===== src/hw/rtl/qslerp_pkg.sv =====
`timescale 1ns / 1ps
// Shared types, fixed-point widths and the arctangent table for the quaternion slerp block.
// Used by the square-root, CORDIC and divider cells and by the top level; no dependencies.

package qslerp_pkg;

  // Trig domain has 30 fraction bits.
  localparam int TRIG_FRAC = 30;
  // CORDIC working width (signed), comfortably above the largest angle and vector length.
  localparam int ANG_W = 34;
  // Square root: one result bit per cell, radicand up to 2^60.
  localparam int SQ_STEPS = 31;
  localparam int SQ_W = 62;
  // Divider: quotient bits and remainder width.
  localparam int DIV_Q_W = 40;
  localparam int DIV_R_W = 32;
  // Weight width: quotient magnitude plus sign.
  localparam int K_W = DIV_Q_W + 1;

  localparam logic [15:0] T_ONE = 16'd32768;
  localparam logic signed [ANG_W-1:0] CORDIC_GAIN_INV = 34'sd652032874;

  typedef struct packed {
    logic signed [15:0] start_c0;
    logic signed [15:0] start_c1;
    logic signed [15:0] start_c2;
    logic signed [15:0] start_c3;
    logic signed [15:0] end_c0;
    logic signed [15:0] end_c1;
    logic signed [15:0] end_c2;
    logic signed [15:0] end_c3;
    logic [15:0]        blend_fraction;
  } qs_in_t;

  typedef struct packed {
    logic signed [15:0] out_c0;
    logic signed [15:0] out_c1;
    logic signed [15:0] out_c2;
    logic signed [15:0] out_c3;
  } qs_out_t;

  // Operands that ride along the whole pipeline.
  typedef struct packed {
    logic [3:0][15:0] s;
    logic [3:0][16:0] e;
    logic [15:0]      t;
    logic [15:0]      u;
    logic             lin;
  } qs_side_t;

  typedef struct packed {
    logic signed [ANG_W-1:0] x;
    logic signed [ANG_W-1:0] y;
    logic signed [ANG_W-1:0] z;
  } qs_cordic_t;

  typedef struct packed {
    logic               neg;
    logic [DIV_R_W-1:0] rem;
    logic [DIV_Q_W-1:0] quo;
  } qs_div_t;

  // atan(2^-i) with 30 fraction bits, rounded.
  function automatic logic [30:0] atan_q30(input int idx);
    logic [30:0] r;
    case (idx)
      0:  r = 31'd843314857;
      1:  r = 31'd497837830;
      2:  r = 31'd263043837;
      3:  r = 31'd133525159;
      4:  r = 31'd67021687;
      5:  r = 31'd33543516;
      6:  r = 31'd16775851;
      7:  r = 31'd8388437;
      8:  r = 31'd4194283;
      9:  r = 31'd2097149;
      10: r = 31'd1048576;
      11: r = 31'd524288;
      12: r = 31'd262144;
      13: r = 31'd131072;
      14: r = 31'd65536;
      15: r = 31'd32768;
      16: r = 31'd16384;
      17: r = 31'd8192;
      18: r = 31'd4096;
      19: r = 31'd2048;
      20: r = 31'd1024;
      21: r = 31'd512;
      22: r = 31'd256;
      23: r = 31'd128;
      24: r = 31'd64;
      25: r = 31'd32;
      26: r = 31'd16;
      27: r = 31'd8;
      28: r = 31'd4;
      29: r = 31'd2;
      30: r = 31'd1;
      default: r = 31'd0;
    endcase
    return r;
  endfunction

endpackage


===== src/hw/rtl/qslerp_div_cell.sv =====
`timescale 1ns / 1ps
// One quotient bit of a pipelined restoring divider, shared divisor, several lanes.
// Depends on qslerp_pkg for the lane type and widths.

module qslerp_div_cell #(
  parameter int LANES   = 2,
  parameter int CARRY_W = 1
) (
  input  logic                               clk,
  input  logic                               rst_n,
  input  logic                               en,
  input  logic                               in_vld,
  input  qslerp_pkg::qs_div_t [LANES-1:0]    in_lane,
  input  logic [qslerp_pkg::DIV_R_W-1:0]     in_d,
  input  logic [CARRY_W-1:0]                 in_carry,
  output logic                               out_vld,
  output qslerp_pkg::qs_div_t [LANES-1:0]    out_lane,
  output logic [qslerp_pkg::DIV_R_W-1:0]     out_d,
  output logic [CARRY_W-1:0]                 out_carry
);
  import qslerp_pkg::*;

  logic               vld_r;
  logic [DIV_R_W-1:0] d_r;
  logic [CARRY_W-1:0] carry_r;

  for (genvar i = 0; i < LANES; i++) begin : g_lane
    logic [DIV_R_W:0] sh, diff;
    logic             ge;
    qs_div_t          lane_nxt, lane_r;

    // The dividend bits shift out of the top of quo while quotient bits enter at the bottom.
    always_comb begin
      sh   = {in_lane[i].rem, in_lane[i].quo[DIV_Q_W-1]};
      diff = sh - {1'b0, in_d};
      ge   = !diff[DIV_R_W];
      lane_nxt.neg = in_lane[i].neg;
      lane_nxt.rem = ge ? diff[DIV_R_W-1:0] : sh[DIV_R_W-1:0];
      lane_nxt.quo = {in_lane[i].quo[DIV_Q_W-2:0], ge};
    end

    always_ff @(posedge clk) begin
      if (en) begin
        lane_r <= lane_nxt;
      end
    end

    assign out_lane[i] = lane_r;
  end

  always_ff @(posedge clk) begin
    if (!rst_n) begin
      vld_r <= 1'b0;
    end else if (en) begin
      vld_r <= in_vld;
    end
    if (en) begin
      d_r     <= in_d;
      carry_r <= in_carry;
    end
  end

  assign out_vld   = vld_r;
  assign out_d     = d_r;
  assign out_carry = carry_r;

endmodule


===== config.mk =====
export PLATFORM = sky130hd
export DESIGN_NAME = qslerp_div_cell
export DESIGN_NICKNAME = d
export VERILOG_FILES = /design/src/hw/rtl/qslerp_pkg.sv /design/src/hw/rtl/qslerp_div_cell.sv
export SDC_FILE = /design/constraint.sdc
export NUM_CORES = 1
export LEC_CHECK = 0
export ABC_CLOCK_PERIOD_IN_PS = 2800
export BUFFER_PORTS_ARGS = -buffer_cell sky130_fd_sc_hd__buf_2
export CORE_MARGIN = 2
export CORE_UTILIZATION = 45
export DETAILED_ROUTE_END_ITERATION = 16
export PLACE_DENSITY = 0.77
export SLEW_MARGIN = 20
export SYNTH_ARGS = -nofsm -noshare
export SYNTH_HDL_FRONTEND = slang
export SYNTH_SLANG_ARGS = --single-unit

===== constraint.sdc =====
create_clock -name clk -period 2.8 [get_ports clk]
set_input_delay 0.14 -clock clk [delete_from_list [all_inputs] [get_ports clk]]
set_output_delay 0.14 -clock clk [all_outputs]
set_load 0.02 [all_outputs]

# Yosys cells after proc, flatten, opt, wreduce, memory -nomap -nowiden
# Index checks and enable logic that the tools add are counted.
dict set report word_totals {
  register_bits 180
  input_bits 183
  out_inout_bits 180
  wordCells 15
}
dict set report classes {
  add_sub_neg 2
  muxes 2
  reduce_logical 2
}
# operator count
set op_table {}
lappend op_table {{subtractor 33 x 32 -> 33 bit} 2}
lappend op_table {{2-to-1 mux 32 bit} 2}
lappend op_table {{logical NOT 1 bit} 2}

# Logic depth before layout (Yosys ltp)
dict set report depth {
  ltp_word 2
  depth_mapped 13
  mapped_depth_nobuf 12
}

# Least setup slack after synthesis
# OpenSTA, ideal clock, no wires.
dict set report synth_path {
  path_kind {input port to flip-flop}
  start {input in_lane[112] in the netlist's numbering}
  end {register g_lane[1].lane_r, in the netlist out_lane[117], data pin}
  setup_ps 260
  t_arrival_ps 2583
  required_ps 2540
  slack_ps -44
  cell_stages 13
  path_buffers 1
  cell_sequence {inv_1 ha_1 fa_1 nor2b_1 o31a_1 o31ai_1 a31o_2 o21ai_2 a21oi_2 o21ai_2 xor2_2 buf_6 mux2_4}
}
# item line_no
set synth_rtl {}
lappend synth_rtl {{start: declaration} qslerp_div_cell.sv:13} ;# input qslerp_pkg::qs_div_t [LANES-1:0] in_lane,
lappend synth_rtl {{end signal: assignment} qslerp_div_cell.sv:44} ;# lane_r <= lane_nxt;
lappend synth_rtl {{end: declaration} qslerp_div_cell.sv:30} ;# qs_div_t lane_nxt, lane_r;

==> metrics.txt <==
Max VDD drop=0.000437 V; slowest CP cell=dlygate4sd3_1; syn_nets=1023; worst-skew pair later-pin latency=0.42 ns; top-level I/O count=363; startpoint types=primary input; top-area cell type share of the netlist area=0.556; Setup violations, final=0; Max Slew Vio Count=0; clk_skew=0 ns; Tmin final=2.75 ns; Crit path arrival time=2.93 ns; Die X=151 µm; gr usage total=0.268; Synth Area in Simple Gates=0.0824; share of flip-flops with an asynchronous set or reset=0; combinational share of power=0.311; Synth area leaders=edfxtp_1 56%, ha_1 8.3%, mux2_4 4.8%, o21ai_0 2.7%, a21oi_1 2.6%; P_leak=6.66 nW; Hold Crit Class=in2reg; Pint=5.72 mW; hold path endpoint=out_lane[70]$_DFFE_PP_; startpoint of the worst hold path=in_lane[69]; Synth Area per Inst=12.5 µm²; max frequency=364 MHz; Post-synth EDFFs=179; via count=8660; CP required=2.98 ns; Root Driver=clkbuf_16; CTS tree=built; sequential area share after synthesis=0.558; vias in the first global route=8579; post-synthesis cell area=9660 µm²; xor/xnor share of the synthesized area=0.0496; gr ovfl total=0; worst path bufs/invs=5; Final TNS setup=0 ns; nets@finish=1602; largest net degree at the start of global routing=89; ys flop type=edfxtp_1; Num CTS Buffers=17; row cnt=53; DRT iter0 DRCs=591; Die Area=22700 µm²; Residual DRC=0; area grow syn2layout=50.3%; Max Buffers Root-to-Sink=2; Synth Area in Adders=0.0870; layout cells sized above 1=0.410; Synth Warn #=0; max_cap viols=0; core area=21000 µm²; average wire per standard cell=19.8 µm; RD Place Congestion=1.00; crit-path cells=dlygate4sd3_1 -> buf_2 -> inv_1 -> ha_1 -> a21oi_1 -> o21ai_0 -> a21o_1 -> a21oi_2 -> o21ai_4 -> xor2_4 -> buf_12 -> clkbuf_16 -> mux2_4; Min Hold Slack=0.0156 ns; final hold violation count=0; reg-to-reg startpoint=out_vld$_SDFFE_PN0P_; RR Endpoint=out_vld$_SDFFE_PN0P_; Num Clock Sinks=180; initial antenna violation count=4; first-pass GRT wire length=45600 µm; post-layout util=0.691; Final period util=0.982; mux cell area share after synthesis=0.0570; Cells after Synth=774; Setup crit end kind=flop; switching power total=2.74 mW; status=finished clean; Final ANT Viol Nets=0; crit path kind=in2reg; Switching Fraction=0.324; compound-gate portion of the synthesized area=0.136; critical path's top delay family=buffers and inverters; port bufs=362; main combinational cell family by area after synthesis=compound AO/OA/AOI/OAI gates; Die Y=151 µm; clock share of power=0.284; worst reg2reg path depth=3; clk slew on worst S/H paths=0.08 ns; CP Max Fanout=13; Slew @ Worst Pin=0.773 ns; R2R Setup Slk=1.59 ns; Reg power frac=0.405; power per cell area=582 nW/µm²; largest area contributor in the netlist=edfxtp_1; slowest stage delay, CP=0.53 ns; Clock H-tree levels=4; Initial Utilization=0.460; DR pass1 iterations=5; post-DP HPWL=23300 µm; worst rel slew slack=0.485; hold-critical path depth=3; Distinct cells, synth=59; final wirelength=32500 µm; vias per cell=5.27; #FFs+latches synth=180
[worst min-delay path: stages]
cell,delay (ns)
buf_2,0.10
nand2_1,0.04
o21ai_0,0.06
[how the worst max path moves through the flow]
stage | slack (ns) | end | startpoint | depth (start not counted)
4_1_cts | 0.003 | out_lane[115]$_DFFE_PP_ | in_d[29] | 12
6_report | 0.05 | out_lane[139]$_DFFE_PP_ | in_d[29] | 13
2_1_floorplan | 0.001 | out_lane[117]$_DFFE_PP_ | in_d[2] | 12
3_5_place_dp | -0.47 | out_lane[115]$_DFFE_PP_ | in_lane[112] | 14
5_1_grt | -0.04 | out_lane[52]$_DFFE_PP_ | in_d[29] | 12
3_3_place_gp | -0.38 | out_lane[115]$_DFFE_PP_ | in_lane[112] | 14
[synth_stat cells, types with 3 or more instances]
| library cell | instances |
|---|---|
| nor2b_1 | 8 |
| and4_1 | 5 |
| a211o_1 | 4 |
| nand2b_1 | 8 |
| nand2_1 | 67 |
| o21a_1 | 6 |
| or3_1 | 3 |
| ha_1 | 64 |
| mux2i_1 | 4 |
| nor2_1 | 29 |
| a31oi_1 | 13 |
| mux2_4 | 31 |
| mux2_2 | 4 |
| o21ai_0 | 53 |
| nand3_1 | 11 |
| buf_6 | 3 |
| o21bai_1 | 6 |
| and3_1 | 9 |
| xnor2_1 | 23 |
| and2_1 | 3 |
| o22ai_1 | 3 |
| nand4_1 | 13 |
| buf_2 | 5 |
| xor2_1 | 28 |
| o31ai_1 | 6 |
| o211ai_1 | 3 |
| a211oi_1 | 5 |
| inv_1 | 48 |
| edfxtp_1 | 179 |
| nor3_1 | 5 |
| a21o_1 | 25 |
| a21oi_1 | 51 |
| clkbuf_1 | 11 |
[cell type report]
class,count,area [µm²]
Inverter,49,191
Fill cell,1514,6500
Sequential cell,180,5400
Multi-Input combinational cell,525,4110
Clock buffer,17,425
Antenna cell,4,10.0
Tap cell,275,344
Timing Repair Buffer,580,3880
Clock inverter,14,168
[per-layer routing]
| metal | GRT usage | wire, µm | vias up |
|---|---|---|---|
| met4 | 0.113 | 1390 | 4 |
| met3 | 0.0576 | 2230 | 81 |
| li1 | - | - | 4080 |
| met2 | 0.485 | 16800 | 401 |
| met5 | 0 | 27 | - |
| met1 | 0.304 | 12100 | 4094 |
[state kept, by name (all words and copies together) (netlist names)]
signal     count
out_lane     146
out_d         32
out_carry      1
out_vld        1
[metrics by stage]
step | power, mW | setup WS, ns | cells | instance area, µm²
6_report | 8.46 | 0.0517 | 1644 | 14500
5_1_grt | 8.79 | -0.0360 | 1642 | 14500
4_1_cts | 8.34 | 0.00274 | 1633 | 14300
3_5_place_dp | 5.82 | -0.468 | 1484 | 12500
3_3_place_gp | 5.76 | -0.380 | 1484 | 12500
2_1_floorplan | 4.87 | 0.00147 | 774 | 9660
[cells by family (layout without fill, tap and decap cells)]
family	Yosys count	count (layout)
other	0	4
xor gates and xnor gates	53	53
AOI/OAI and AO/OA	201	201
DFF	180	180
muxes	39	39
and+or+nand+nor	166	166
buffers and inverters	69	660
adders and majority gates	66	66
[power by group through the flow]
stage / registers [mW] / logic (mW) / clock network, mW
finish: 3.43 / 2.63 / 2.40
global route: 3.45 / 2.80 / 2.54
CTS: 3.43 / 2.48 / 2.43
detailed placement: 3.49 / 2.33 / 0
global placement: 3.48 / 2.28 / 0
floorplan: 3.88 / 0.992 / 0
[what timing repair did]
| action | CTS | global route |
|---|---|---|
| hold buffers | 118 | 0 |
| resized for setup | 2 | 20 |
| cloned | 0 | 3 |
| setup buffers | 0 | 5 |
| endpoints found under the setup margin | 2 | 42 |
| hold endpoints to repair | 117 | 0 |
| pin swaps | 0 | 8 |
[layout by cell type, fill, tap and decap left out, types with 8 or more instances in the layout]
cell           Yosys  routed
a21o_1            25      25
a21oi_1           51      46
a31oi_1           13      12
and3_1             9       9
buf_2              5     360
buf_4              0      92
clkbuf_16          0      20
dlygate4sd3_1      0     118
edfxtp_1         179     179
ha_1              64      62
inv_1             48      47
mux2_4            31      31
nand2_1           67      67
nand2b_1           8       8
nand3_1           11      11
nand4_1           13      13
nor2_1            29      29
o21ai_0           53      53
xnor2_1           23      23
xor2_1            28      28
Note: power is estimated with default switching activity, not from simulation.
