--- config.mk ---
export PLATFORM = sky130hd
export DESIGN_NAME = qslerp_sqrt_cell
export DESIGN_NICKNAME = d
export VERILOG_FILES = /design/src/hw/rtl/qslerp_pkg.sv /design/src/hw/rtl/qslerp_sqrt_cell.sv
export SDC_FILE = /design/constraint.sdc
export NUM_CORES = 1
export LEC_CHECK = 0
export BUFFER_PORTS_ARGS = -buffer_cell sky130_fd_sc_hd__buf_2
export CAP_MARGIN = 30
export CORE_MARGIN = 8
export CORE_UTILIZATION = 45
export CTS_CLUSTER_SIZE = 30
export DETAILED_ROUTE_END_ITERATION = 16
export PLACE_DENSITY = 0.71
export SLEW_MARGIN = 0
export SYNTH_ARGS = -nofsm -noshare
export SYNTH_HDL_FRONTEND = slang
export SYNTH_SLANG_ARGS = --single-unit
--- constraint.sdc ---
create_clock -name clk -period 4.66 [get_ports clk]
set_input_delay 0.932 -clock clk [delete_from_list [all_inputs] [get_ports clk]]
set_output_delay 0.932 -clock clk [all_outputs]
set_load 0.01 [all_outputs]
--- src/hw/rtl/qslerp_pkg.sv ---
`timescale 1ns / 1ps
// Shared types, fixed-point widths and the arctangent table for the quaternion slerp block.
// Used by the square-root, CORDIC and divider cells and by the top level; no dependencies.

package qslerp_pkg;

  // Trig domain has 30 fraction bits.
  localparam int TRIG_FRAC = 30;
  // CORDIC working width (signed), comfortably above the largest angle and vector length.
  localparam int ANG_W = 34;
  // Square root: one result bit per cell, radicand up to 2^60.
  localparam int SQ_STEPS = 31;
  localparam int SQ_W = 62;
  // Divider: quotient bits and remainder width.
  localparam int DIV_Q_W = 40;
  localparam int DIV_R_W = 32;
  // Weight width: quotient magnitude plus sign.
  localparam int K_W = DIV_Q_W + 1;

  localparam logic [15:0] T_ONE = 16'd32768;
  localparam logic signed [ANG_W-1:0] CORDIC_GAIN_INV = 34'sd652032874;

  typedef struct packed {
    logic signed [15:0] start_c0;
    logic signed [15:0] start_c1;
    logic signed [15:0] start_c2;
    logic signed [15:0] start_c3;
    logic signed [15:0] end_c0;
    logic signed [15:0] end_c1;
    logic signed [15:0] end_c2;
    logic signed [15:0] end_c3;
    logic [15:0]        blend_fraction;
  } qs_in_t;

  typedef struct packed {
    logic signed [15:0] out_c0;
    logic signed [15:0] out_c1;
    logic signed [15:0] out_c2;
    logic signed [15:0] out_c3;
  } qs_out_t;

  // Operands that ride along the whole pipeline.
  typedef struct packed {
    logic [3:0][15:0] s;
    logic [3:0][16:0] e;
    logic [15:0]      t;
    logic [15:0]      u;
    logic             lin;
  } qs_side_t;

  typedef struct packed {
    logic signed [ANG_W-1:0] x;
    logic signed [ANG_W-1:0] y;
    logic signed [ANG_W-1:0] z;
  } qs_cordic_t;

  typedef struct packed {
    logic               neg;
    logic [DIV_R_W-1:0] rem;
    logic [DIV_Q_W-1:0] quo;
  } qs_div_t;

  // atan(2^-i) with 30 fraction bits, rounded.
  function automatic logic [30:0] atan_q30(input int idx);
    logic [30:0] r;
    case (idx)
      0:  r = 31'd843314857;
      1:  r = 31'd497837830;
      2:  r = 31'd263043837;
      3:  r = 31'd133525159;
      4:  r = 31'd67021687;
      5:  r = 31'd33543516;
      6:  r = 31'd16775851;
      7:  r = 31'd8388437;
      8:  r = 31'd4194283;
      9:  r = 31'd2097149;
      10: r = 31'd1048576;
      11: r = 31'd524288;
      12: r = 31'd262144;
      13: r = 31'd131072;
      14: r = 31'd65536;
      15: r = 31'd32768;
      16: r = 31'd16384;
      17: r = 31'd8192;
      18: r = 31'd4096;
      19: r = 31'd2048;
      20: r = 31'd1024;
      21: r = 31'd512;
      22: r = 31'd256;
      23: r = 31'd128;
      24: r = 31'd64;
      25: r = 31'd32;
      26: r = 31'd16;
      27: r = 31'd8;
      28: r = 31'd4;
      29: r = 31'd2;
      30: r = 31'd1;
      default: r = 31'd0;
    endcase
    return r;
  endfunction

endpackage

--- src/hw/rtl/qslerp_sqrt_cell.sv ---
`timescale 1ns / 1ps
// One bit of a pipelined integer square root (restoring, one result bit per cell).
// Depends on qslerp_pkg.

module qslerp_sqrt_cell #(
  parameter int STEP    = 0,
  parameter int CARRY_W = 1
) (
  input  logic                       clk,
  input  logic                       rst_n,
  input  logic                       en,
  input  logic                       in_vld,
  input  logic [qslerp_pkg::SQ_W-1:0] in_rem,
  input  logic [qslerp_pkg::SQ_W-1:0] in_res,
  input  logic [CARRY_W-1:0]         in_carry,
  output logic                       out_vld,
  output logic [qslerp_pkg::SQ_W-1:0] out_rem,
  output logic [qslerp_pkg::SQ_W-1:0] out_res,
  output logic [CARRY_W-1:0]         out_carry
);
  import qslerp_pkg::*;

  localparam logic [SQ_W-1:0] BIT = SQ_W'(1) << (2 * (SQ_STEPS - 1 - STEP));

  logic [SQ_W-1:0] trial;
  logic            ge;
  logic [SQ_W-1:0] rem_nxt, res_nxt;
  logic            vld_r;
  logic [SQ_W-1:0] rem_r, res_r;
  logic [CARRY_W-1:0] carry_r;

  always_comb begin
    trial = in_res + BIT;
    ge    = in_rem >= trial;
    if (ge) begin
      rem_nxt = in_rem - trial;
      res_nxt = (in_res >> 1) + BIT;
    end else begin
      rem_nxt = in_rem;
      res_nxt = in_res >> 1;
    end
  end

  always_ff @(posedge clk) begin
    if (!rst_n) begin
      vld_r <= 1'b0;
    end else if (en) begin
      vld_r <= in_vld;
    end
    if (en) begin
      rem_r   <= rem_nxt;
      res_r   <= res_nxt;
      carry_r <= in_carry;
    end
  end

  assign out_vld   = vld_r;
  assign out_rem   = rem_r;
  assign out_res   = res_r;
  assign out_carry = carry_r;

endmodule

; Word level (Yosys, flattened, before mapping)
; Cells that the tools add are included.
[classes]
order_cmp = 1
muxes = 2
n_addsub = 3
[ops]
columns = operator, count
row1 = "adder 61 x 61 -> 62 bit, second input constant", 1
row2 = "adder 62 x 61 -> 62 bit, second input constant", 1
row3 = >= comparator 62 bit, 1
row4 = two-way mux 62 bit, 1
row5 = subtractor 62 bit, 1
row6 = two-way mux 61 bit, 1
[word_totals]
register_bits = 126
out_inout_bits = 126
input_bits = 129
elab_cells = 11

; Depth between registers and ports, before layout
; Gate-level depths: netlist (run 1).
[logic_depth]
depth_word = 3
mapped_depth = 16
mapped_depth_nobuf = 14

; Worst setup path after synthesis (run 1)
; OpenSTA, ideal clock, no wires.
[synth_timing]
path_kind = input to register
from = in in_rem[0] (netlist bit)
to = reg rem_r[13] (netlist: out_rem[13]) (data pin)
setup_ns = 0.260
slack_ns = 0.566
arrival_time_ns = 3.834
cell_stages = 14
path_buffers = 1
t_required_ns = 4.400
cell_sequence = inv_1 -> ha_1 -> inv_1 -> fa_1 -> a211oi_2 -> o21ai_1 -> o2111a_1 -> o211ai_1 -> nand3_1 -> a31o_1 -> a211o_1 -> a221o_1 -> buf_4 -> mux2_4
[synth_via]
elab_chain_cells = 2
word_cells_on_any_way = 3
cone_classes = add/sub (1) / order compare (1) / mux (1)
[synth_lines]
columns = item, line
row1 = "start, declared", qslerp_sqrt_cell.sv:13  ; input logic [qslerp_pkg::SQ_W-1:0] in_rem,
row2 = subtractor 62 bit or >= comparator 62 bit (tied branches), "qslerp_sqrt_cell.sv:36, qslerp_sqrt_cell.sv:34"
row3 = two-way mux 62 bit *, qslerp_sqrt_cell.sv:35  ; if (ge) begin
row4 = via rem_nxt[13], qslerp_sqrt_cell.sv:27  ; logic [SQ_W-1:0] rem_nxt, res_nxt;
row5 = "end signal, assigned", qslerp_sqrt_cell.sv:51  ; rem_r <= rem_nxt;
row6 = "end, declared", qslerp_sqrt_cell.sv:29  ; logic [SQ_W-1:0] rem_r, res_r;
; Mark *: on every way through the listed nets, which the timed path passes. The rest lies on a longest branch.
; A chain may end at the register's enable or synchronous reset.

; Worst setup path in the final report (run 1)
[layout_timing]
from = in in_rem[0] (netlist bit)
to = reg rem_r[21] (netlist: out_rem[21]) (data pin)
; The elaborated chain is that of the path after synthesis.

==> results of run 1 <==
kinds of logic after synthesis:
| family | count (synthesis) | synth area share |
|---|---|---|
| compound gates | 271 | 0.195 |
| simple gates | 224 | 0.122 |
| flops | 126 | 0.448 |
| buf+inv | 110 | 0.0540 |
| fa+ha+maj | 63 | 0.0944 |
| xor+xnor | 57 | 0.0592 |
| mux | 16 | 0.0273 |
layout by cell type, fill, tap and decap left out, types with 5 or more instances in the layout:
cell	Yosys	final
a211oi_1	6	6
a21boi_0	6	6
a21o_1	19	19
a21oi_1	128	128
a221oi_1	5	5
a31oi_1	8	8
and2_1	6	6
and3_1	7	7
buf_2	6	253
buf_4	5	11
clkbuf_16	0	17
edfxtp_1	125	125
ha_1	62	62
inv_1	82	82
mux2_4	14	14
nand2_1	61	61
nand3_1	14	14
nand4_1	14	14
nor2_1	82	82
nor2b_1	7	7
nor3_1	7	7
nor4_1	8	8
o21a_1	6	6
o21ai_0	40	40
o21bai_1	16	16
o31ai_1	6	6
or3_1	6	6
xnor2_1	33	33
xor2_1	24	24
worst reg2reg max path, delay by kind of cell, from the launching register on:
family           cells  cell delay, ns
flip-flops           1            0.31
multiplexers         1            0.12
AND/OR/NAND/NOR      1            0.06
registers in the layout, indices dropped and copies added, names as in the netlist:
name,count
out_vld,1
out_carry,1
out_rem,62
out_res,62
area by class of cell:
type,instances,share of cell area
well taps,234,0.0275
repair buffers,269,0.136
multi-input cells,631,0.396
flip-flops and latches,126,0.355
clock inverters,13,0.0162
inverters,82,0.0289
diodes,1,0.000235
clock buffers,18,0.0403
through the flow:
step | setup WS [ns] | instances
finish | 0.435 | 1374
global route | 0.260 | 1374
CTS | 0.457 | 1372
detailed placement | -0.000247 | 1341
global placement | 0.132 | 1341
floorplan | 0.566 | 867
how the worst max path moves through the flow:
| stage | startpoint | end | slack, ns | cells after the start |
|---|---|---|---|---|
| after floorplan | in_rem[0] | out_rem[13] | 0.57 | 14 |
| after global routing | in_rem[0] | out_rem[21] | 0.26 | 15 |
| after CTS | in_rem[0] | out_rem[21] | 0.46 | 15 |
| after global placement | in_rem[0] | out_rem[32] | 0.13 | 15 |
| after detailed placement | in_rem[0] | out_rem[21] | -0.0002 | 15 |
| final | in_rem[0] | out_rem[21] | 0.44 | 15 |
metal layers:
| metal | part of all wire | up-vias | GRT usage |
|---|---|---|---|
| met2 | 0.46 | 262 | 0.340 |
| met5 | 0.00050 | - | 0 |
| met3 | 0.075 | 37 | 0.0586 |
| met1 | 0.44 | 3445 | 0.254 |
| li1 | - | 3699 | - |
| met4 | 0.022 | 2 | 0.0674 |
power by group:
group          leakage [nW]  switching, W  internal, W
Sequential             1.23     0.0000313      0.00142
Combinational          3.28      0.000622     0.000448
Clock                 0.294      0.000500     0.000884
==> impl_metrics.toml, run 1 <==
[worst_setup_path]
cp-end-kind = "flop"
r2r_setup_slack_ns = 4.07
r2r_cells = 2
cp_top_family = "compound AO/OA/AOI/OAI gates"
arrival_ns = 4.39
path_cells = "buf_2 > inv_1 > ha_1 > inv_1 > fa_1 > a211oi_2 > o21ai_1 > o2111a_1 > o211ai_1 > nand3_1 > a31o_1 > a211o_1 > a221o_4 > buf_12 > mux2_4"
crit_buf_inv = 4
reg2reg_to = "out_vld"
rr_startpoint = "out_vld"
crit_fanout = 42
crit_top_cell = "inv_1"
crit_type = "in -> reg"
slowest_delay_ns = 0.44
required_ns = 4.83
start_kind = "input port"
crit_path_top_delay_cell = "fa_1"

[timing]
relSlewSlack = 0.599
worstMarginPinSlew_ns = 0.596
fin_skew_ns = 0
finalSetupViolations = 0
fmaxAchievable_ghz = 0.237
post-route-period-util = 0.907
holdWs_ns = 0.520
final_hold_viol_count = 0
period_needed_ns = 4.22
setup_tns_ns = 0
rsz0062_at_grt = "false"
maxSlewViolCount = 0

[place]
dp_hpwl_mm = 19.1
gp_congestion = 0.890
portBuffers = 254
place_area_sq_mm = 0.0100

[die]
core_area_sq_mm = 0.0185
io_pins = 255
die_y_um = 153
die_x_um = 153
dieArea_sq_mm = 0.0234
start_util = 0.455
row_count = 50

[synthesis]
synth_area_leaders = "edfxtp_1 45%, ha_1 9.2%, a21oi_1 7.6%"
yosysSeqAreaShare = 0.448
synth.most_common_cell = "a21oi_1"
ys_warn_count = 0
synthCells = 867
syn_nets = 1059
synth_top_area_frac = 0.445
syn_area_per_cell_sq_um = 9.73
synth_edf_count = 125
synth_top_area_cell = "edfxtp_1"
synth_common_cells = "128 x a21oi_1, 125 x edfxtp_1, 82 x inv_1, 82 x nor2_1, 62 x ha_1"
synthFlopType = "edfxtp_1"
syn-cell-area_sq_mm = 0.00843
async_flop_share = 0
synthDistinctLibCells = 59
synth-seq-cells = 126

[pwr]
power_density_mw_per_mm2 = 367
vdd_ir_drop_max_uv = 273
power_w = 0.00390
p_leak_nw = 4.81

[global_routing]
antenna_found_initial = 2
grt_pass1_wl_mm = 38.9
grt_max_degree = 113
overflow = 0
grt_pass1_vias = 7632
track_usage = 0.205

[run]
cap_viol_max_count = 0

[finish]
area_delta_synth_final_pct = 26.2
stdcell_area_sq_mm = 0.0106
nNetsFinal = 1319
nFillCells = 1656
drive_gt1_frac = 0.281
final-seq-area_sq_mm = 0.00377
multi_input_area_sq_mm = 0.00421
fin_util = 0.575

[clock_network]
clock-sinks = 126
cts_setup_buffers = 0
cts-root-buf = "clkbuf_16"
clk_pin_slew_ns = 0.06
cts_htree_levels = 4
cts-buffers-inserted = 17
hold_buffers = 0
clock_latency_ns = 0.42
cts_tree = "yes"
cts_buffer_depth = 2
cts_resized = 0

[hold_path]
hold_depth = 2
hold_class = "reg -> reg"
min_to = "out_vld"
min_from = "out_vld"

[routing]
drt_wl_total_mm = 24.2
dr.pass1.iters = 6
vias = 7445
drc = 0
viasPerCell = 5.42
wl_per_cell_um = 17.6
ant_nets = 0
drtIter0Drc = 503

[status]
status = "finished, final reports clean"
Power figures use the tool's default switching activity.
==> run 2: changes to the inputs <==
GPL_ROUTABILITY_DRIVEN = 0   (was unset)
REMOVE_ABC_BUFFERS = 1   (was unset)
==> impl_metrics.toml, run 2 (synthesized netlist as in run 1, its figures left out) <==
[routing]
drt_wl_total_mm = 24.8
vias = 7562
dr.pass1.iters = 6
viasPerCell = 5.48
ant_nets = 0
drc = 0
wl_per_cell_um = 18.0
drtIter0Drc = 598

[timing]
post-route-period-util = 0.910
relSlewSlack = 0.624
final_hold_viol_count = 0
final.setup.worst_slack_ns = 0.419
holdWs_ns = 0.528
period_needed_ns = 4.24
rsz0062_at_grt = "false"
fin_skew_ns = 0
worstMarginPinSlew_ns = 0.560
finalSetupViolations = 0
maxSlewViolCount = 0
fmaxAchievable_ghz = 0.236

[place]
placed_cells = 1345
portBuffers = 254
dp_hpwl_mm = 19.9
pre_cts_ws_ns = 0.00548

[clock_network]
clk_pin_slew_ns = 0.06
cts_htree_levels = 4
cts-root-buf = "clkbuf_16"
cts_buffer_depth = 2
cts_setup_buffers = 0
clock_latency_ns = 0.42
cts_tree = "yes"
hold_buffers = 0
cts-buffers-inserted = 17
clock-sinks = 126
cts_resized = 0

[run]
cap_viol_max_count = 0

[die]
die_x_um = 153
start_util = 0.455
die_y_um = 153
io_pins = 255
dieArea_sq_mm = 0.0234
core_area_sq_mm = 0.0185
row_count = 50

[hold_path]
hold_class = "reg -> reg"

[pwr]
power_w = 0.00383
power_density_mw_per_mm2 = 361
p_leak_nw = 4.80
vdd_ir_drop_max_uv = 249

[global_routing]
track_usage = 0.209
antenna_found_initial = 4
grt_max_degree = 67
grt_pass1_wl_mm = 39.1
grt_pass1_vias = 7418
overflow = 0

[finish]
final_common_cell = "buf_2"
layoutNonFillerInstCount = 1380
area_delta_synth_final_pct = 25.9
fin_util = 0.573
nNetsFinal = 1322
nFillCells = 1649
most-common-layout-cells = "253 x buf_2, 128 x a21oi_1, 125 x edfxtp_1"
drive_gt1_frac = 0.278

[worst_setup_path]
crit_fanout = 52
crit_type = "in -> reg"
required_ns = 4.83
start_kind = "input port"
arrival_ns = 4.41
cp-end-kind = "flop"

[status]
status = "finished, final reports clean"
==> run 2: power by group <==
group / switching, W / internal (W) / leakage, nW / total (W)
clock: 0.000475 / 0.000830 / 0.270 / 0.00130
combinational: 0.000632 / 0.000450 / 3.29 / 0.00108
sequential: 0.0000311 / 0.00142 / 1.23 / 0.00145
total: 0.00114 / 0.00270 / 4.80 / 0.00383
==> run 2: metal layers <==
metal  global-route usage  part of all wire  vias up
met1                0.257              0.43     3483
met3               0.0589             0.081       37
li1                     -                 -     3720
met4               0.0895             0.027        2
met2                0.338              0.46      320
met5                    0           0.00048        -
==> run 2: worst max-delay path, stage by stage <==
cell and delay (ns):
buf_2 0.10, inv_1 0.06, ha_1 0.17, inv_1 0.06, fa_1 0.43, a211oi_2 0.25, o21ai_1 0.14, o2111a_1 0.29
o211ai_1 0.19, nand3_1 0.18, a31o_1 0.30, a211o_1 0.33, a221o_4 0.42, buf_12 0.19, mux2_4 0.33
==> run 2: path summary, 6_finish.rpt <==
kind,startpoint,to,slack (ns),depth (start not counted)
max,in_rem[0],out_rem[3],0.42,15
min,out_vld,out_vld,0.53,2
max reg2reg,out_vld,out_vld,4.05,2
min reg2reg,out_vld,out_vld,0.53,2
==> run 2: stage by stage <==
step                      TNS [ns]  area (sq um)
after CTS                        0         10600
after global placement           0         10000
final                            0         10600
after global routing             0         10600
after floorplan             -43.75          8280
after detailed placement         0         10000
==> run 2: cell type report <==
cell class,instances,area (sq um),area share
multi-input cells,631,4210,0.397
flip-flops and latches,126,3770,0.355
repair buffers,272,1460,0.137
clock buffers,22,444,0.0418
inverters,82,308,0.0290
well taps,234,293,0.0276
clock inverters,9,119,0.0112
diodes,4,10.0,0.000943
==> run 3: changes to the inputs <==
CORE_ASPECT_RATIO = 1.25   (was unset)
==> impl_metrics.toml, run 3 (synthesized netlist as in run 1, its figures left out) <==
[finish]
nFillCells = 1629
drive_gt1_frac = 0.284
final_common_cell = "buf_2"
area_delta_synth_final_pct = 26.4
layoutNonFillerInstCount = 1378
most-common-layout-cells = "253 x buf_2, 128 x a21oi_1, 125 x edfxtp_1"
stdcell_area_sq_mm = 0.0107
nNetsFinal = 1323

[routing]
route.met2.wl_mm = 12.9
highest_layer = "met5"
wl_per_cell_um = 18.0
drt_wl_total_mm = 24.8
viasPerCell = 5.48
met1_length_mm = 9.27
wl_met3_mm = 1.98
vias = 7551
dr.pass1.iters = 5
ant_nets = 0
drtIter0Drc = 494
drc = 0

[clock_network]
hold_buffers = 0
cts-buffers-inserted = 17
clock_latency_ns = 0.42
clock-sinks = 126
cts_tree = "yes"
cts_htree_levels = 4
cts_setup_buffers = 0
clk_pin_slew_ns = 0.06
cts_buffer_depth = 2
cts-root-buf = "clkbuf_16"
cts_resized = 0

[timing]
period_needed_ns = 4.18
worstMarginPinSlew_ns = 0.905
finalSetupViolations = 0
final_hold_viol_count = 0
fin_skew_ns = 0
final.setup.worst_slack_ns = 0.485
setup_tns_ns = 0
rsz0062_at_grt = "false"
relSlewSlack = 0.396
post-route-period-util = 0.896
fmaxAchievable_ghz = 0.240
maxSlewViolCount = 0

[die]
dieArea_sq_mm = 0.0234
die_x_um = 138
io_pins = 255
row_count = 56
die_y_um = 169
start_util = 0.454
core_area_sq_mm = 0.0186

[place]
placed_cells = 1344
place_area_sq_mm = 0.0100
portBuffers = 254
pre_cts_ws_ns = 0.0797
dp_hpwl_mm = 19.6

[worst_setup_path]
arrival_ns = 4.34
crit_fanout = 23
crit_type = "in -> reg"
required_ns = 4.83
start_kind = "input port"
cp-end-kind = "flop"

[global_routing]
grt_max_degree = 97
track_usage = 0.208
grt_pass1_wl_mm = 39.1
antenna_found_initial = 6
grt_pass1_vias = 7814
overflow = 0

[run]
cap_viol_max_count = 0

[pwr]
vdd_ir_drop_max_uv = 243
p_leak_nw = 4.81
power_density_mw_per_mm2 = 369

[hold_path]
hold_class = "reg -> reg"

[status]
status = "finished, final reports clean"
run 3: per-stage QoR:
| stage | total power [W] | hold WS, ns | utilization |
|---|---|---|---|
| floorplan | 0.00214 | 0.538 | - |
| global placement | 0.00252 | 0.495 | 0.540 |
| detailed placement | 0.00254 | 0.525 | 0.540 |
| CTS | 0.00396 | 0.537 | 0.574 |
| global route | 0.00413 | 0.557 | 0.574 |
| finish | 0.00393 | 0.532 | 0.574 |
run 3: final timing paths:
kind / startpoint / to / slack (ns) / depth (start not counted)
max: in_rem[0] / out_rem[55] / 0.48 / 15
min: out_vld / out_vld / 0.53 / 2
max reg2reg: out_vld / out_vld / 4.06 / 2
min reg2reg: out_vld / out_vld / 0.53 / 2
run 3: layout make-up:
class	instances	area [sq um]	share of cell area
multi-input combinational	631	4210	0.395
sequential	126	3770	0.354
timing repair buffer	273	1450	0.136
clock buffer	18	429	0.0403
inverter	82	308	0.0289
tap	232	290	0.0272
clock inverter	14	193	0.0181
antenna	2	5.00	0.000470
run 3: per-layer routing:
metal / GRT usage / vias up
met1: 0.217 / 3477
met4: 0.0795 / 10
met5: 0 / -
met2: 0.377 / 305
li1: - / 3704
met3: 0.0698 / 55
run 3: power by group:
| group | internal [W] | leakage, nW | switching (W) |
|---|---|---|---|
| clock network | 0.000894 | 0.288 | 0.000517 |
| logic | 0.000448 | 3.29 | 0.000623 |
| registers | 0.00142 | 1.23 | 0.0000329 |
run 3: worst max-delay path, cell delays in order:
cell      delay, ns
buf_2          0.11
inv_1          0.05
ha_1           0.16
inv_1          0.05
fa_1           0.43
a211oi_2       0.23
o21ai_1        0.16
o2111a_1       0.29
o211ai_1       0.19
nand3_1        0.19
a31o_1         0.28
a211o_1        0.31
a221o_4        0.41
buf_4          0.23
mux2_4         0.31
