**src/hw/rtl/qslerp_pkg.sv**
```systemverilog
`timescale 1ns / 1ps
// Shared types, fixed-point widths and the arctangent table for the quaternion slerp block.
// Used by the square-root, CORDIC and divider cells and by the top level; no dependencies.

package qslerp_pkg;

  // Trig domain has 30 fraction bits.
  localparam int TRIG_FRAC = 30;
  // CORDIC working width (signed), comfortably above the largest angle and vector length.
  localparam int ANG_W = 34;
  // Square root: one result bit per cell, radicand up to 2^60.
  localparam int SQ_STEPS = 31;
  localparam int SQ_W = 62;
  // Divider: quotient bits and remainder width.
  localparam int DIV_Q_W = 40;
  localparam int DIV_R_W = 32;
  // Weight width: quotient magnitude plus sign.
  localparam int K_W = DIV_Q_W + 1;

  localparam logic [15:0] T_ONE = 16'd32768;
  localparam logic signed [ANG_W-1:0] CORDIC_GAIN_INV = 34'sd652032874;

  typedef struct packed {
    logic signed [15:0] start_c0;
    logic signed [15:0] start_c1;
    logic signed [15:0] start_c2;
    logic signed [15:0] start_c3;
    logic signed [15:0] end_c0;
    logic signed [15:0] end_c1;
    logic signed [15:0] end_c2;
    logic signed [15:0] end_c3;
    logic [15:0]        blend_fraction;
  } qs_in_t;

  typedef struct packed {
    logic signed [15:0] out_c0;
    logic signed [15:0] out_c1;
    logic signed [15:0] out_c2;
    logic signed [15:0] out_c3;
  } qs_out_t;

  // Operands that ride along the whole pipeline.
  typedef struct packed {
    logic [3:0][15:0] s;
    logic [3:0][16:0] e;
    logic [15:0]      t;
    logic [15:0]      u;
    logic             lin;
  } qs_side_t;

  typedef struct packed {
    logic signed [ANG_W-1:0] x;
    logic signed [ANG_W-1:0] y;
    logic signed [ANG_W-1:0] z;
  } qs_cordic_t;

  typedef struct packed {
    logic               neg;
    logic [DIV_R_W-1:0] rem;
    logic [DIV_Q_W-1:0] quo;
  } qs_div_t;

  // atan(2^-i) with 30 fraction bits, rounded.
  function automatic logic [30:0] atan_q30(input int idx);
    logic [30:0] r;
    case (idx)
      0:  r = 31'd843314857;
      1:  r = 31'd497837830;
      2:  r = 31'd263043837;
      3:  r = 31'd133525159;
      4:  r = 31'd67021687;
      5:  r = 31'd33543516;
      6:  r = 31'd16775851;
      7:  r = 31'd8388437;
      8:  r = 31'd4194283;
      9:  r = 31'd2097149;
      10: r = 31'd1048576;
      11: r = 31'd524288;
      12: r = 31'd262144;
      13: r = 31'd131072;
      14: r = 31'd65536;
      15: r = 31'd32768;
      16: r = 31'd16384;
      17: r = 31'd8192;
      18: r = 31'd4096;
      19: r = 31'd2048;
      20: r = 31'd1024;
      21: r = 31'd512;
      22: r = 31'd256;
      23: r = 31'd128;
      24: r = 31'd64;
      25: r = 31'd32;
      26: r = 31'd16;
      27: r = 31'd8;
      28: r = 31'd4;
      29: r = 31'd2;
      30: r = 31'd1;
      default: r = 31'd0;
    endcase
    return r;
  endfunction

endpackage

```
**src/hw/rtl/qslerp_cordic_cell.sv**
```systemverilog
`timescale 1ns / 1ps
// One CORDIC micro-rotation for one or more lanes, in vectoring or rotation mode.
// Depends on qslerp_pkg for the lane type and the arctangent table.

module qslerp_cordic_cell #(
  parameter int STEP      = 0,
  parameter int LANES     = 1,
  parameter bit VECTORING = 1'b1,
  parameter int CARRY_W   = 1
) (
  input  logic                                  clk,
  input  logic                                  rst_n,
  input  logic                                  en,
  input  logic                                  in_vld,
  input  qslerp_pkg::qs_cordic_t [LANES-1:0]    in_lane,
  input  logic [CARRY_W-1:0]                    in_carry,
  output logic                                  out_vld,
  output qslerp_pkg::qs_cordic_t [LANES-1:0]    out_lane,
  output logic [CARRY_W-1:0]                    out_carry
);
  import qslerp_pkg::*;

  localparam logic signed [ANG_W-1:0] ATAN_K = ANG_W'(atan_q30(STEP));

  logic               vld_r;
  logic [CARRY_W-1:0] carry_r;

  for (genvar i = 0; i < LANES; i++) begin : g_lane
    logic signed [ANG_W-1:0] x, y, z, dx, dy;
    logic                    pos;
    qs_cordic_t              lane_nxt, lane_r;

    // Vectoring drives y toward zero; rotation drives z toward zero.
    always_comb begin
      x  = in_lane[i].x;
      y  = in_lane[i].y;
      z  = in_lane[i].z;
      dx = y >>> STEP;
      dy = x >>> STEP;
      pos = VECTORING ? (y > 0) : (z < 0);
      if (pos) begin
        lane_nxt.x = x + dx;
        lane_nxt.y = y - dy;
        lane_nxt.z = z + ATAN_K;
      end else begin
        lane_nxt.x = x - dx;
        lane_nxt.y = y + dy;
        lane_nxt.z = z - ATAN_K;
      end
    end

    always_ff @(posedge clk) begin
      if (en) begin
        lane_r <= lane_nxt;
      end
    end

    assign out_lane[i] = lane_r;
  end

  always_ff @(posedge clk) begin
    if (!rst_n) begin
      vld_r <= 1'b0;
    end else if (en) begin
      vld_r <= in_vld;
    end
    if (en) begin
      carry_r <= in_carry;
    end
  end

  assign out_vld   = vld_r;
  assign out_carry = carry_r;

endmodule

```
**config.mk**
```make
export PLATFORM = sky130hd
export DESIGN_NAME = qslerp_cordic_cell
export DESIGN_NICKNAME = d
export VERILOG_FILES = /design/src/hw/rtl/qslerp_pkg.sv /design/src/hw/rtl/qslerp_cordic_cell.sv
export SDC_FILE = /design/constraint.sdc
export NUM_CORES = 1
export LEC_CHECK = 0
export ABC_AREA = 1
export BUFFER_PORTS_ARGS = -buffer_cell sky130_fd_sc_hd__buf_4
export CORE_UTILIZATION = 40
export DETAILED_ROUTE_END_ITERATION = 6
export PLACE_DENSITY = 0.61
export SETUP_SLACK_MARGIN = 0.3
export SLEW_MARGIN = 30
export SYNTH_ARGS = -nofsm -noshare
export SYNTH_HDL_FRONTEND = slang
export SYNTH_SLANG_ARGS = --single-unit
```
**constraint.sdc**
```tcl
create_clock -name clk -period 2.5 [get_ports clk]
set_clock_uncertainty 0.05 [all_clocks]
set_input_delay 0 -clock clk [delete_from_list [all_inputs] [get_ports clk]]
set_output_delay 0 -clock clk [all_outputs]
set_load 0.005 [all_outputs]
```
-- Word level (Yosys, flattened, before mapping)
Index checks and enable logic that the tools add are counted.
- word-level logic and storage cells: 12
- flip-flop bits (word level): 104
- output and inout bits: 104
- input bits: 107
- magnitude comparators: 1
- add/subtract/negate cells: 5
- multiplexer cells: 1
- operators by type and width (operator ; number):
    102-bit two-way mux ; 1
    34-bit subtractor ; 2
    34-bit by 31-bit adder with 34-bit output, second input constant ; 1
    34-bit adder ; 1
    34-bit by 1-bit greater-than comparator with 1-bit output, second input constant ; 1
    34-bit by 31-bit subtractor with 34-bit output, second input constant ; 1

-- Depth between registers and ports, before layout
Gate-level depths: netlist (run 1).
- depth in word-level cells: 2
- mapped depth: 19
- gate-level depth less buffers: 17

-- Worst setup path before layout (run 1)
OpenSTA, ideal clock, no wires.
- kind: input-to-reg
- from: input port in_lane[35] (netlist name)
- to: register g_lane[0].lane_r (netlist bit out_lane[28]) (data pin)
- stages: 15
- slack: -96 ps
- arrival: 2294 ps
- cell sequence: inv_1 nand2_1 nor3_1 nand3_1 nand2_2 inv_2 buf_2 buf_2 fa_1 o21ai_1 a21oi_1 o21bai_1 nand3_1 nand3_1 nand2_1
- RTL lines (item ; RTL line ; RTL):
    start, declared ; qslerp_cordic_cell.sv:15 ; input qslerp_pkg::qs_cordic_t [LANES-1:0] in_lane,
    end signal, assigned ; qslerp_cordic_cell.sv:54 ; lane_r <= lane_nxt;
    end, declared ; qslerp_cordic_cell.sv:31 ; qs_cordic_t lane_nxt, lane_r;

==> results.md, run 1 <==
* Crit path max-delay family: simple AND/OR/NAND/NOR gates
* Area Overhead vs Synth at 39.84%
* DR vias/cell at 5.229
* Die H at about 180 um
* Final worst slack at -0.004039 ns
* Lkg Pwr at 8.874 nW
* Worst-margin pin slew at between 0.6 and 0.7 ns
* Post-layout min period at approximately 2.5 ns
* Initial antenna violation count at 0
* CTS Buffer Depth at 2
* FF+latch count, synth at slightly above 100
* Total gr overflow at 0
* Reg area at slightly above 3000 um^2
* CP Data Required Time at between 2 and 3 ns
* Clk pin slew, worst setup/hold paths at ~0.090 ns
* Max-slew headroom at about 59%
* Crit Path Max Fanout at 8
* Die width at approximately 180 um
* Sequential area share after synthesis at 24.24%
* Worst Setup Start Kind: input pin
* Number of synthesized flops with an enable pin at between 100 and 150
* First-pass GRT wire length at ~77000 um
* Fraction of layout cells with a size suffix above 1 at 29.22%
* Warnings, synthesis at 0
* Routed Antenna Nets at 0
* Worst Path Buf+Inv at 7
* Core area at 30910 um^2
* H-tree depth at 3
* Crit-path slowest cell: nor3_4
* Die ar. at 32520 um^2
* Clock tree root driver cell: clkbuf_16
* Row cnt at 64
* Syn_nets at around 2200
* Fmax at between 300 and 400 MHz
* Mapped Cells at around 1900
* Routed via count at about 15000
* Power per cell area at 442.9 nW/um^2
* Crit path cell chain: buf_4 -> inv_4 -> nand4_1 -> nor3_4 -> nand3_2 -> buf_6 -> nand2_8 -> inv_12 -> buf_12 -> ha_4 -> a21oi_4 -> o21ai_4 -> nand2_1 -> nand2_2 -> a21o_1 -> buf_4 -> buf_6 -> xor2_2
* Cell area after synthesis at approximately 13000 um^2
* Max stage delay on crit path at 0.28 ns
* Drt initial violations at slightly below 1000
* Layout Utilization at ~58%
* Peak supply drop at around 0.33 mV
* DRT Pass-1 Iters at 7
* Final setup viols at 1
* Clk_lat worst skew at roughly 0.4 ns
* Total power at a little under 0.008 W
* CTS Buf Count at 9
* Max Cap Violations at 0
* HPWL after DPL at 42270 um
* Multi-input gate area in the final layout at 9052 um^2
* # diodes at 0
* Initial Util at 41.16%
* Largest net degree at the start of global routing at 76
* Pins Over Slew Limit at 0
* DRC Markers at 0
* Final #Nets at 2622
* Gpl congestion at about 0.96
* Io pins at 211
* Worst setup EP type: flip-flop
* Wire length per cell at around 18 um
* Arr. time, crit path at around 2.6 ns
* Clock sink total at between 100 and 150
* Crit share post-route at 100.2%
* Filler Cells Inserted at around 3000
* CP Class: input pin to flip-flop
* Unique masters post-synth at 44
* Vias in the first global route at approximately 14000
* Setup tns final at -0.004039 ns
* RSZ-0062 raised after global routing: true
* Failing checks: setup timing
* Primary FF master, synth: edfxtp_1
* Number of port buffers at 210
* Post-Route WL at approximately 50000 um
* Status: complete, but fails checks
* Total track usage at a little under a third
* FFs w/ async S/R, synth at 0%
* Avg Cell Area, Syn at approximately 6.6 um^2
* Final Hold Viols at 0
* Kind of path behind the tightest hold check: input pin to flip-flop
* TritonCTS clock tree: yes
## worst min-delay path: cells and delay by family
kind / cells / cell delay, ns
XOR/XNOR: 1 / 0.11
AND/OR/NAND/NOR: 3 / 0.21
buffers and inverters: 1 / 0.09
## where the power goes
group	switching (W)	internal, W
combinational	0.00225	0.00170
sequential	0.0000815	0.00224
clock	0.000805	0.000810
total	0.00314	0.00474
## routing by layer
layer / up-vias / track usage (%) / wire length, um
met5: - / 0 / 0
met2: 531 / 53.78 / 24130
met1: 6706 / 38.92 / 21980
li1: 7213 / - / -
met4: 0 / 11.59 / 1801
met3: 93 / 3.416 / 2631
## cells by family after synthesis
group	share of synthesized area (%)
AND/OR/NAND/NOR	33.24
adder cells (fa/ha/maj)	13.51
AO/OA/AOI/OAI	14.35
flip-flops	24.24
XOR/XNOR	3.924
buffers and inverters	10.74
## cells in the mapped netlist, types with 11 or more instances
cell      number  area [um^2]
ha_1         131         1639
nor3_1        25        125.1
o21ai_0       99        495.5
inv_1        270         1013
edfxtp_1     102         3063
nand2_1      556         2087
o21a_1        11        82.58
nor2_1       172        645.6
nor2_2        15        93.84
nand4_1       28        175.2
xor2_1        53        464.2
o21bai_1      24        180.2
buf_2         17        85.08
nand3_1      168        840.8
buf_4         19        142.6
a21oi_1      146        730.7
## sequential cells by signal (all words and copies together) (netlist names)
signal     flops
out_vld        1
out_carry      1
out_lane     101
## final timing paths
kind                             start                     end  slack [ns]  depth (start not counted)
hold / removal            in_lane[101]  out_lane[67]$_DFFE_PP_        0.07                          5
setup reg to reg  out_vld$_SDFFE_PN0P_    out_vld$_SDFFE_PN0P_        1.27                          3
setup / recovery           in_lane[55]  out_lane[10]$_DFFE_PP_      -0.004                         18
hold reg to reg   out_vld$_SDFFE_PN0P_    out_vld$_SDFFE_PN0P_        1.05                          3
## final cells by class
type                       instances  share of cell area [%]
clock buffer                       9                   1.266
tap                              396                   2.785
sequential                       103                   17.33
clock inverter                     7                  0.5345
inverter                         280                   6.196
multi-input combinational       1509                   50.89
timing repair buffer             477                   21.00
## per-stage QoR
stage / setup WS (ns) / hold slack, ns / std cells / cell area [um^2]
finish: -0.004039 / 0.07042 / 2781 / 17790
global route: -0.06448 / 0.07437 / 2781 / 17790
CTS: 0.1125 / 0.05750 / 2774 / 17360
detailed placement: -0.9217 / 0.1304 / 2740 / 16480
global placement: -0.9366 / 0.1281 / 2740 / 16480
floorplan: 0.2184 / 0.04346 / 1938 / 12900
## cells in the final DEF, fill, tap and decap left out, types with 8 or more instances in the layout
cell type,count
nand2_4,8
a21oi_4,8
nand4_1,28
o21a_1,11
nand3_2,12
edfxtp_1,102
buf_6,14
o21ai_2,8
a21oi_2,33
inv_2,18
inv_1,251
nand3_1,158
ha_1,107
xor2_1,51
nand2_1,531
nor2_2,25
nand2_2,28
clkbuf_16,10
o21ai_1,25
a21oi_1,114
nor3_1,19
o21bai_1,22
nor2_4,8
ha_4,17
nor2_1,156
buf_4,450
o21ai_0,78
## repair_timing
| action | in CTS | in global routing |
|---|---|---|
| gates resized for setup | 91 | 96 |
| setup endpoints to repair | 88 | 50 |
| setup buffers | 12 | 6 |
| pin swaps | 25 | 27 |
| hold buffers | 6 | 0 |
| cloned | 0 | 1 |
| endpoints found under the hold margin | 5 | 0 |
Power figures use the tool's default switching activity.
==> inputs of run 2 (changes only) <==
ABC_AREA = 0   (was 1)
PLACE_DENSITY = 0.63   (was 0.61)
==> results.md, run 2 <==
* Status: complete, but fails checks
* Failing checks: setup timing
* CP Class: input pin to flip-flop
* Initial Util at 41.18% (about the same)
* Largest cells by area after synthesis: edfxtp_1, ha_1, a21oi_1
* Post-Route WL at 40400 um (-20%)
* Clk_lat worst skew at 0.37 ns (-0.02 ns)
* Avg Cell Area, Syn at 8.645 um^2 (+32%)
* # diodes at 0 (unchanged)
* Unique masters post-synth at 76 (+73%)
* FFs w/ async S/R, synth at 0% (unchanged)
* Wire length per cell at 18.98 um (+4.4%)
* Total track usage at 28.36% (-2.4 points)
* Fmax at 290.5 MHz (-27%)
* DRC Markers at 0 (unchanged)
* Vias in the first global route at 11068 (-23%)
* DR vias/cell at 5.516 (+5.5%)
* Core area at 25400 um^2 (-18%)
* Area Overhead vs Synth at 68.91%
* Synth area leader: edfxtp_1
* Die H at 163.7 um (-9.2%)
* Max-slew headroom at 61.32% (+1.9 points)
* CP Data Required Time at 2.58 ns (-0.03 ns)
* Cell area after synthesis at 10460 um^2 (-18%)
* Post-layout min period at 3.442 ns (+0.9382 ns)
* Number of port buffers at 210 (unchanged)
* Arr. time, crit path at 3.52 ns (+0.91 ns)
* TritonCTS clock tree: yes
* Top-count cell post-synth: a21oi_1
* Worst-margin pin slew at 0.5803 ns (-0.02825 ns)
* CTS Buf Count at 9 (unchanged)
* Lkg Pwr at 7.984 nW (-10%)
* Clk pin slew, worst setup/hold paths at 0.08 ns (about the same)
* HPWL after DPL at 30040 um (-29%)
* Max Cap Violations at 0 (unchanged)
* Sequential Power Share at 29.5% (about the same)
* Io pins at 211 (unchanged)
* CTS Buffer Depth at 2 (unchanged)
* Final Hold Viols at 0 (unchanged)
* Drt initial violations at 922 (-6.8%)
* First-pass GRT wire length at 59050 um (-23%)
* Gpl congestion at 0.9158 (-4.3%)
* FF+latch count, synth at 103 (unchanged)
* Die width at 163.7 um (-9.2%)
* Clock sink total at 103 (unchanged)
* Warnings, synthesis at 0 (unchanged)
* Crit Path Max Fanout at 7 (-1)
* Sequential area share after synthesis at 29.47% (+5.2 points)
* DRT Pass-1 Iters at 5 (-2)
* Commonest cells in the netlist: a21oi_1, ha_1, inv_1, edfxtp_1, nor2_1
* Initial antenna violation count at 0 (unchanged)
* Primary FF master, synth: edfxtp_1
* Most common cell after layout, fill and taps aside: buf_4
* Clk pwr share at 18.7% (-1.8 points)
* Routed via count at 11737 (-19%)
* Cell-internal power at 0.005278 W (+11%)
* Net switching power figure at 0.002838 W (-9.5%)
* Largest net degree at the start of global routing at 51 (-33%)
* Max reg flops at 101 (unchanged)
* Worst setup EP type: flip-flop
* Commonest non-fill, non-tap cells in the layout: buf_4, edfxtp_1, ha_1
* Clock tree root driver cell: clkbuf_16
* Switch share at 34.97% (-4.8 points)
* Power per cell area at 459.4 nW/um^2 (+3.7%)
* Number of synthesized flops with an enable pin at 102 (unchanged)
* Crit share post-route at 137.7% (+38 points)
* Routed Antenna Nets at 0 (unchanged)
* Syn_nets at 1452 (-33%)
* Final setup viols at 52 (+51)
* Final worst slack at -0.9422 ns (-0.9382 ns)
* RSZ-0062 raised after global routing: true
* Synth top area share at 29.28% (+5.2 points)
* Total power at 0.008116 W (+3.0%)
* Setup tns final at -18.71 ns (-18.71 ns)
* Worst Setup Start Kind: input pin
* Row cnt at 58 (-9.4%)
* Pins Over Slew Limit at 0 (unchanged)
* Kind of path behind the tightest hold check: input pin to flip-flop
* Mapped Cells at 1210 (-38%)
* Final #Nets at 2035 (-22%)
* Die ar. at 26800 um^2 (-18%)
* Logic pwr share at 51.9% (+1.8 points)
* Fraction of layout cells with a size suffix above 1 at 48.61% (+19 points)
* Peak supply drop at 0.3684 mV (+10%)
* Total gr overflow at 0 (unchanged)
* Filler Cells Inserted at 1960 (-34%)
* H-tree depth at 3 (unchanged)
==> run 2: changes by cell type after synthesis, moves of 15 or more <==
cell / previous run / this run
nand2_1: 556 / 63
nand2b_1: 0 / 19
buf_4: 19 / 3
inv_1: 270 / 103
o21ai_0: 99 / 55
nor2_1: 172 / 97
nand3_1: 168 / 12
nor2_2: 15 / 0
clkbuf_1: 3 / 34
a21o_1: 8 / 35
xnor2_1: 4 / 75
mux2i_1: 0 / 15
nor2b_1: 0 / 19
xor2_1: 53 / 17
==> run 2: critical path, cell delays in order <==
cell      delay [ns]
buf_8           0.10
nor4_4          0.34
nand4_1         0.25
nor2_2          0.23
a21o_4          0.20
inv_8           0.07
buf_6           0.13
ha_4            0.25
buf_4           0.14
o21a_1          0.21
o31ai_4         0.07
a21oi_2         0.10
o211ai_1        0.23
buf_4           0.20
o221ai_4        0.12
a211oi_2        0.35
a21oi_2         0.11
a21o_1          0.18
a21oi_2         0.14
xnor2_1         0.09
==> run 2: logic make-up after synthesis <==
family	after synthesis	share of synthesized area, %
xor+xnor	92	7.703
flops	103	29.47
compound gates	412	25.47
buf+inv	162	6.076
simple gates	291	13.41
mux	15	1.435
fa+ha+maj	135	16.44
==> run 2: layout make-up <==
class	count	area [um^2]	area share, %
Clock inverter	6	68.82	0.3895
Multi-Input combinational cell	945	8348	47.25
Timing Repair Buffer	623	5065	28.67
Inverter	111	451.7	2.556
Sequential cell	103	3083	17.45
Tap cell	330	412.9	2.337
Clock buffer	10	239.0	1.353
==> run 2: final timing paths <==
kind,start,end,slack [ns],cells past startpoint
setup / recovery,in_lane[37],out_lane[32]$_DFFE_PP_,-0.94,20
hold reg to reg,out_vld$_SDFFE_PN0P_,out_vld$_SDFFE_PN0P_,1.03,3
setup reg to reg,out_vld$_SDFFE_PN0P_,out_vld$_SDFFE_PN0P_,1.30,3
hold / removal,in_lane[101],out_lane[67]$_DFFE_PP_,0.04,3
==> run 2: stage by stage <==
stage / hold WS (ns) / util, % / setup WS [ns] / area, um^2 / std cells
floorplan: 0.04887 / - / -0.6434 / 11030 / 1210
global placement: 0.1285 / 59.59 / -1.535 / 15130 / 2018
detailed placement: 0.1298 / 59.59 / -1.654 / 15130 / 2018
CTS: 0.03926 / 65.54 / -0.7998 / 16650 / 2091
global route: 0.05847 / 69.56 / -1.059 / 17670 / 2128
finish: 0.04468 / 69.56 / -0.9422 / 17670 / 2128
==> run 2: power groups by stage <==
| stage | registers (W) | clock network, W | logic (W) |
|---|---|---|---|
| 2_1_floorplan | 0.00244 | 0 | 0.00163 |
| 3_3_place_gp | 0.00243 | 0 | 0.00335 |
| 3_5_place_dp | 0.00243 | 0 | 0.00339 |
| 4_1_cts | 0.00239 | 0.00153 | 0.00375 |
| 5_1_grt | 0.00241 | 0.00159 | 0.00449 |
| 6_report | 0.00239 | 0.00151 | 0.00421 |
==> run 2: repair_timing <==
action / CTS / global route
cloned: 0 / 1
pin swaps: 106 / 128
setup buffers: 52 / 36
endpoints found under the hold margin: 4 / 0
endpoints found under the setup margin: 92 / 82
gates resized for setup: 169 / 148
hold buffers: 5 / 0
==> run 2: routing by layer <==
metal / track usage (%) / wire (um)
met5: 0 / 0
met4: 7.239 / 784
met2: 46.22 / 19190
met3: 2.525 / 2712
met1: 40.18 / 17710
==> inputs of run 3 (changes only) <==
RECOVER_POWER = 25   (was not set)
==> results.md, run 3 (synthesized netlist as in run 2, its figures left out) <==
* Crit path capture: out_lane[32]$_DFFE_PP_
* H-tree depth at 3 (unchanged)
* Filler Cells Inserted at 1962 (+0.10%)
* DRC Markers at 0 (unchanged)
* CTS Buf Count at 9 (unchanged)
* # diodes at 0 (unchanged)
* Routed Antenna Nets at 0 (unchanged)
* Worst Setup Start Kind: input pin
* Crit Path Max Fanout at 7 (unchanged)
* Max-slew headroom at -27.08% (-88 points)
* Reg area at 3083 um^2 (unchanged)
* Critical R2R Capture: out_vld$_SDFFE_PN0P_
* Most common cell after layout, fill and taps aside: buf_4
* Clk pin slew, worst setup/hold paths at 0.08 ns (about the same)
* Lkg Pwr at 7.969 nW (-0.20%)
* Clock tree root driver cell: clkbuf_16
* CP startpoint: in_lane[37]
* Pins Over Slew Limit at 32 (+32)
* Largest net degree at the start of global routing at 51 (unchanged)
* Max reg flops at 101 (unchanged)
* Failing checks: capacitance limit, slew limit, setup timing
* HPWL after DPL at 30040 um (unchanged)
* Peak supply drop at 0.3685 mV (about the same)
* Final Hold Viols at 0 (unchanged)
* Worst-margin pin slew at 1.906 ns (+1.326 ns)
* Finished Cell Area at 17640 um^2 (-0.13%)
* Post-Route WL at 40450 um (+0.13%)
* Number of port buffers at 210 (unchanged)
* Final setup viols at 53 (+1.9%)
* Commonest non-fill, non-tap cells in the layout: buf_4, edfxtp_1, ha_1
* Clock sink total at 103 (unchanged)
* Power per cell area at 460.0 nW/um^2 (+0.15%)
* R2r startpoint: out_vld$_SDFFE_PN0P_
* Row cnt at 58 (unchanged)
* DP Area at 15130 um^2 (unchanged)
* RSZ-0062 raised after global routing: true
* Final worst slack at -0.9394 ns (+0.002842 ns)
* Initial antenna violation count at 0 (unchanged)
* Fraction of layout cells with a size suffix above 1 at 48.44% (-0.17 points)
* Drt initial violations at 945 (+2.5%)
* TritonCTS clock tree: yes
* Multi-input gate area in the final layout at 8348 um^2 (unchanged)
* Total track usage at 28.36% (unchanged)
* Gpl congestion at 0.9158 (unchanged)
* Wire length per cell at 19.01 um (+0.13%)
* Initial Util at 41.18% (unchanged)
* First-pass GRT wire length at 59050 um (unchanged)
* Worst R2R Path Depth at 3 (unchanged)
* Vias in the first global route at 11068 (unchanged)
* Arr. time, crit path at 3.52 ns (about the same)
* Core area at 25400 um^2 (unchanged)
* Die width at 163.7 um (unchanged)
* Die H at 163.7 um (unchanged)
* Io pins at 211 (unchanged)
* Final #Nets at 2035 (unchanged)
* CTS Buffer Depth at 2 (unchanged)
* Crit share post-route at 137.6% (about the same)
* DRT Pass-1 Iters at 6 (+1)
* CP Data Required Time at 2.58 ns (about the same)
* Worst setup EP type: flip-flop
* Die ar. at 26800 um^2 (unchanged)
* Post-layout min period at 3.439 ns (-0.002842 ns)
* Area Overhead vs Synth at 68.68%
* CP Class: input pin to flip-flop
* Layout Utilization at 69.47% (-0.094 points)
* Max Cap Violations at 1 (+1)
* Worst R2R Setup Slack at 1.30 ns (about the same)
* Kind of path behind the tightest hold check: input pin to flip-flop
* Total gr overflow at 0 (unchanged)
* Routed via count at 11727 (-0.085%)
* Status: complete, but fails checks
* DR vias/cell at 5.511 (about the same)
* Fmax at 290.8 MHz (about the same)
* Clk_lat worst skew at 0.37 ns (about the same)
[run 3: cell types whose count changed in the layout (fill, tap and decap cells not counted), sizes merged]
cell / delta
buf: -5
clkbuf: +5
[run 3: final cells by class]
| type | count | area share (%) |
|---|---|---|
| tap | 330 | 2.340 |
| timing repair buffer | 623 | 28.57 |
| clock inverter | 6 | 0.3900 |
| clock buffer | 10 | 1.354 |
| multi-input combinational | 945 | 47.31 |
| inverter | 111 | 2.560 |
| sequential | 103 | 17.47 |
[run 3: worst min path at each step]
| stage | startpoint | endpoint | slack [ns] | cells after the start |
|---|---|---|---|---|
| after floorplan | in_carry | out_carry$_DFFE_PP_ | 0.05 | 0 |
| after global routing | in_lane[68] | out_lane[68]$_DFFE_PP_ | 0.06 | 3 |
| after detailed placement | in_carry | out_carry$_DFFE_PP_ | 0.13 | 1 |
| final | in_lane[101] | out_lane[67]$_DFFE_PP_ | 0.04 | 3 |
| after global placement | in_carry | out_carry$_DFFE_PP_ | 0.13 | 1 |
| after CTS | in_lane[101] | out_lane[67]$_DFFE_PP_ | 0.04 | 3 |
[run 3: metal layers]
layer  track usage, %  vias up  share of wire, %
met5                0        -                 0
met4            7.239        0               2.0
met3            2.525       61               6.8
met2            46.22      487                47
met1            40.18     5635                44
li1                 -     5544                 -
[run 3: worst max-delay path: stages]
cell,delay (ns)
buf_8,0.10
nor4_4,0.34
nand4_1,0.25
nor2_2,0.23
a21o_4,0.20
inv_8,0.07
buf_6,0.13
ha_4,0.25
buf_4,0.14
o21a_1,0.21
o31ai_4,0.07
a21oi_2,0.10
o211ai_1,0.23
buf_4,0.20
o221ai_4,0.12
a211oi_2,0.35
a21oi_2,0.11
a21o_1,0.18
a21oi_2,0.14
xnor2_1,0.09
[run 3: metrics by stage]
step                      setup TNS (ns)  hold WS (ns)  worst slack, ns  std cells  total power (W)
after floorplan                   -6.401       0.04887          -0.6434       1210         0.004070
after global placement            -55.62        0.1285           -1.535       2018         0.005779
after detailed placement          -58.00        0.1298           -1.654       2018         0.005819
after CTS                         -14.42       0.03926          -0.7998       2091         0.007676
after global routing              -26.01       0.05847           -1.059       2128         0.008488
final                             -19.00       0.04463          -0.9394       2128         0.008117
[run 3: what timing repair did]
| action | CTS | global route |
|---|---|---|
| hold endpoints to repair | 4 | 0 |
| hold buffers | 5 | 0 |
| setup buffers | 52 | 36 |
| setup endpoints to repair | 92 | 82 |
| resized for setup | 169 | 148 |
| gates cloned | 0 | 1 |
| pin swaps | 106 | 128 |
[run 3: where the power goes]
| part | switching [W] | total [W] | internal, W |
|---|---|---|---|
| clock | 0.000706 | 0.00152 | 0.000811 |
| sequential | 0.000103 | 0.00239 | 0.00229 |
| combinational | 0.00203 | 0.00421 | 0.00217 |
| total | 0.00284 | 0.00812 | 0.00527 |
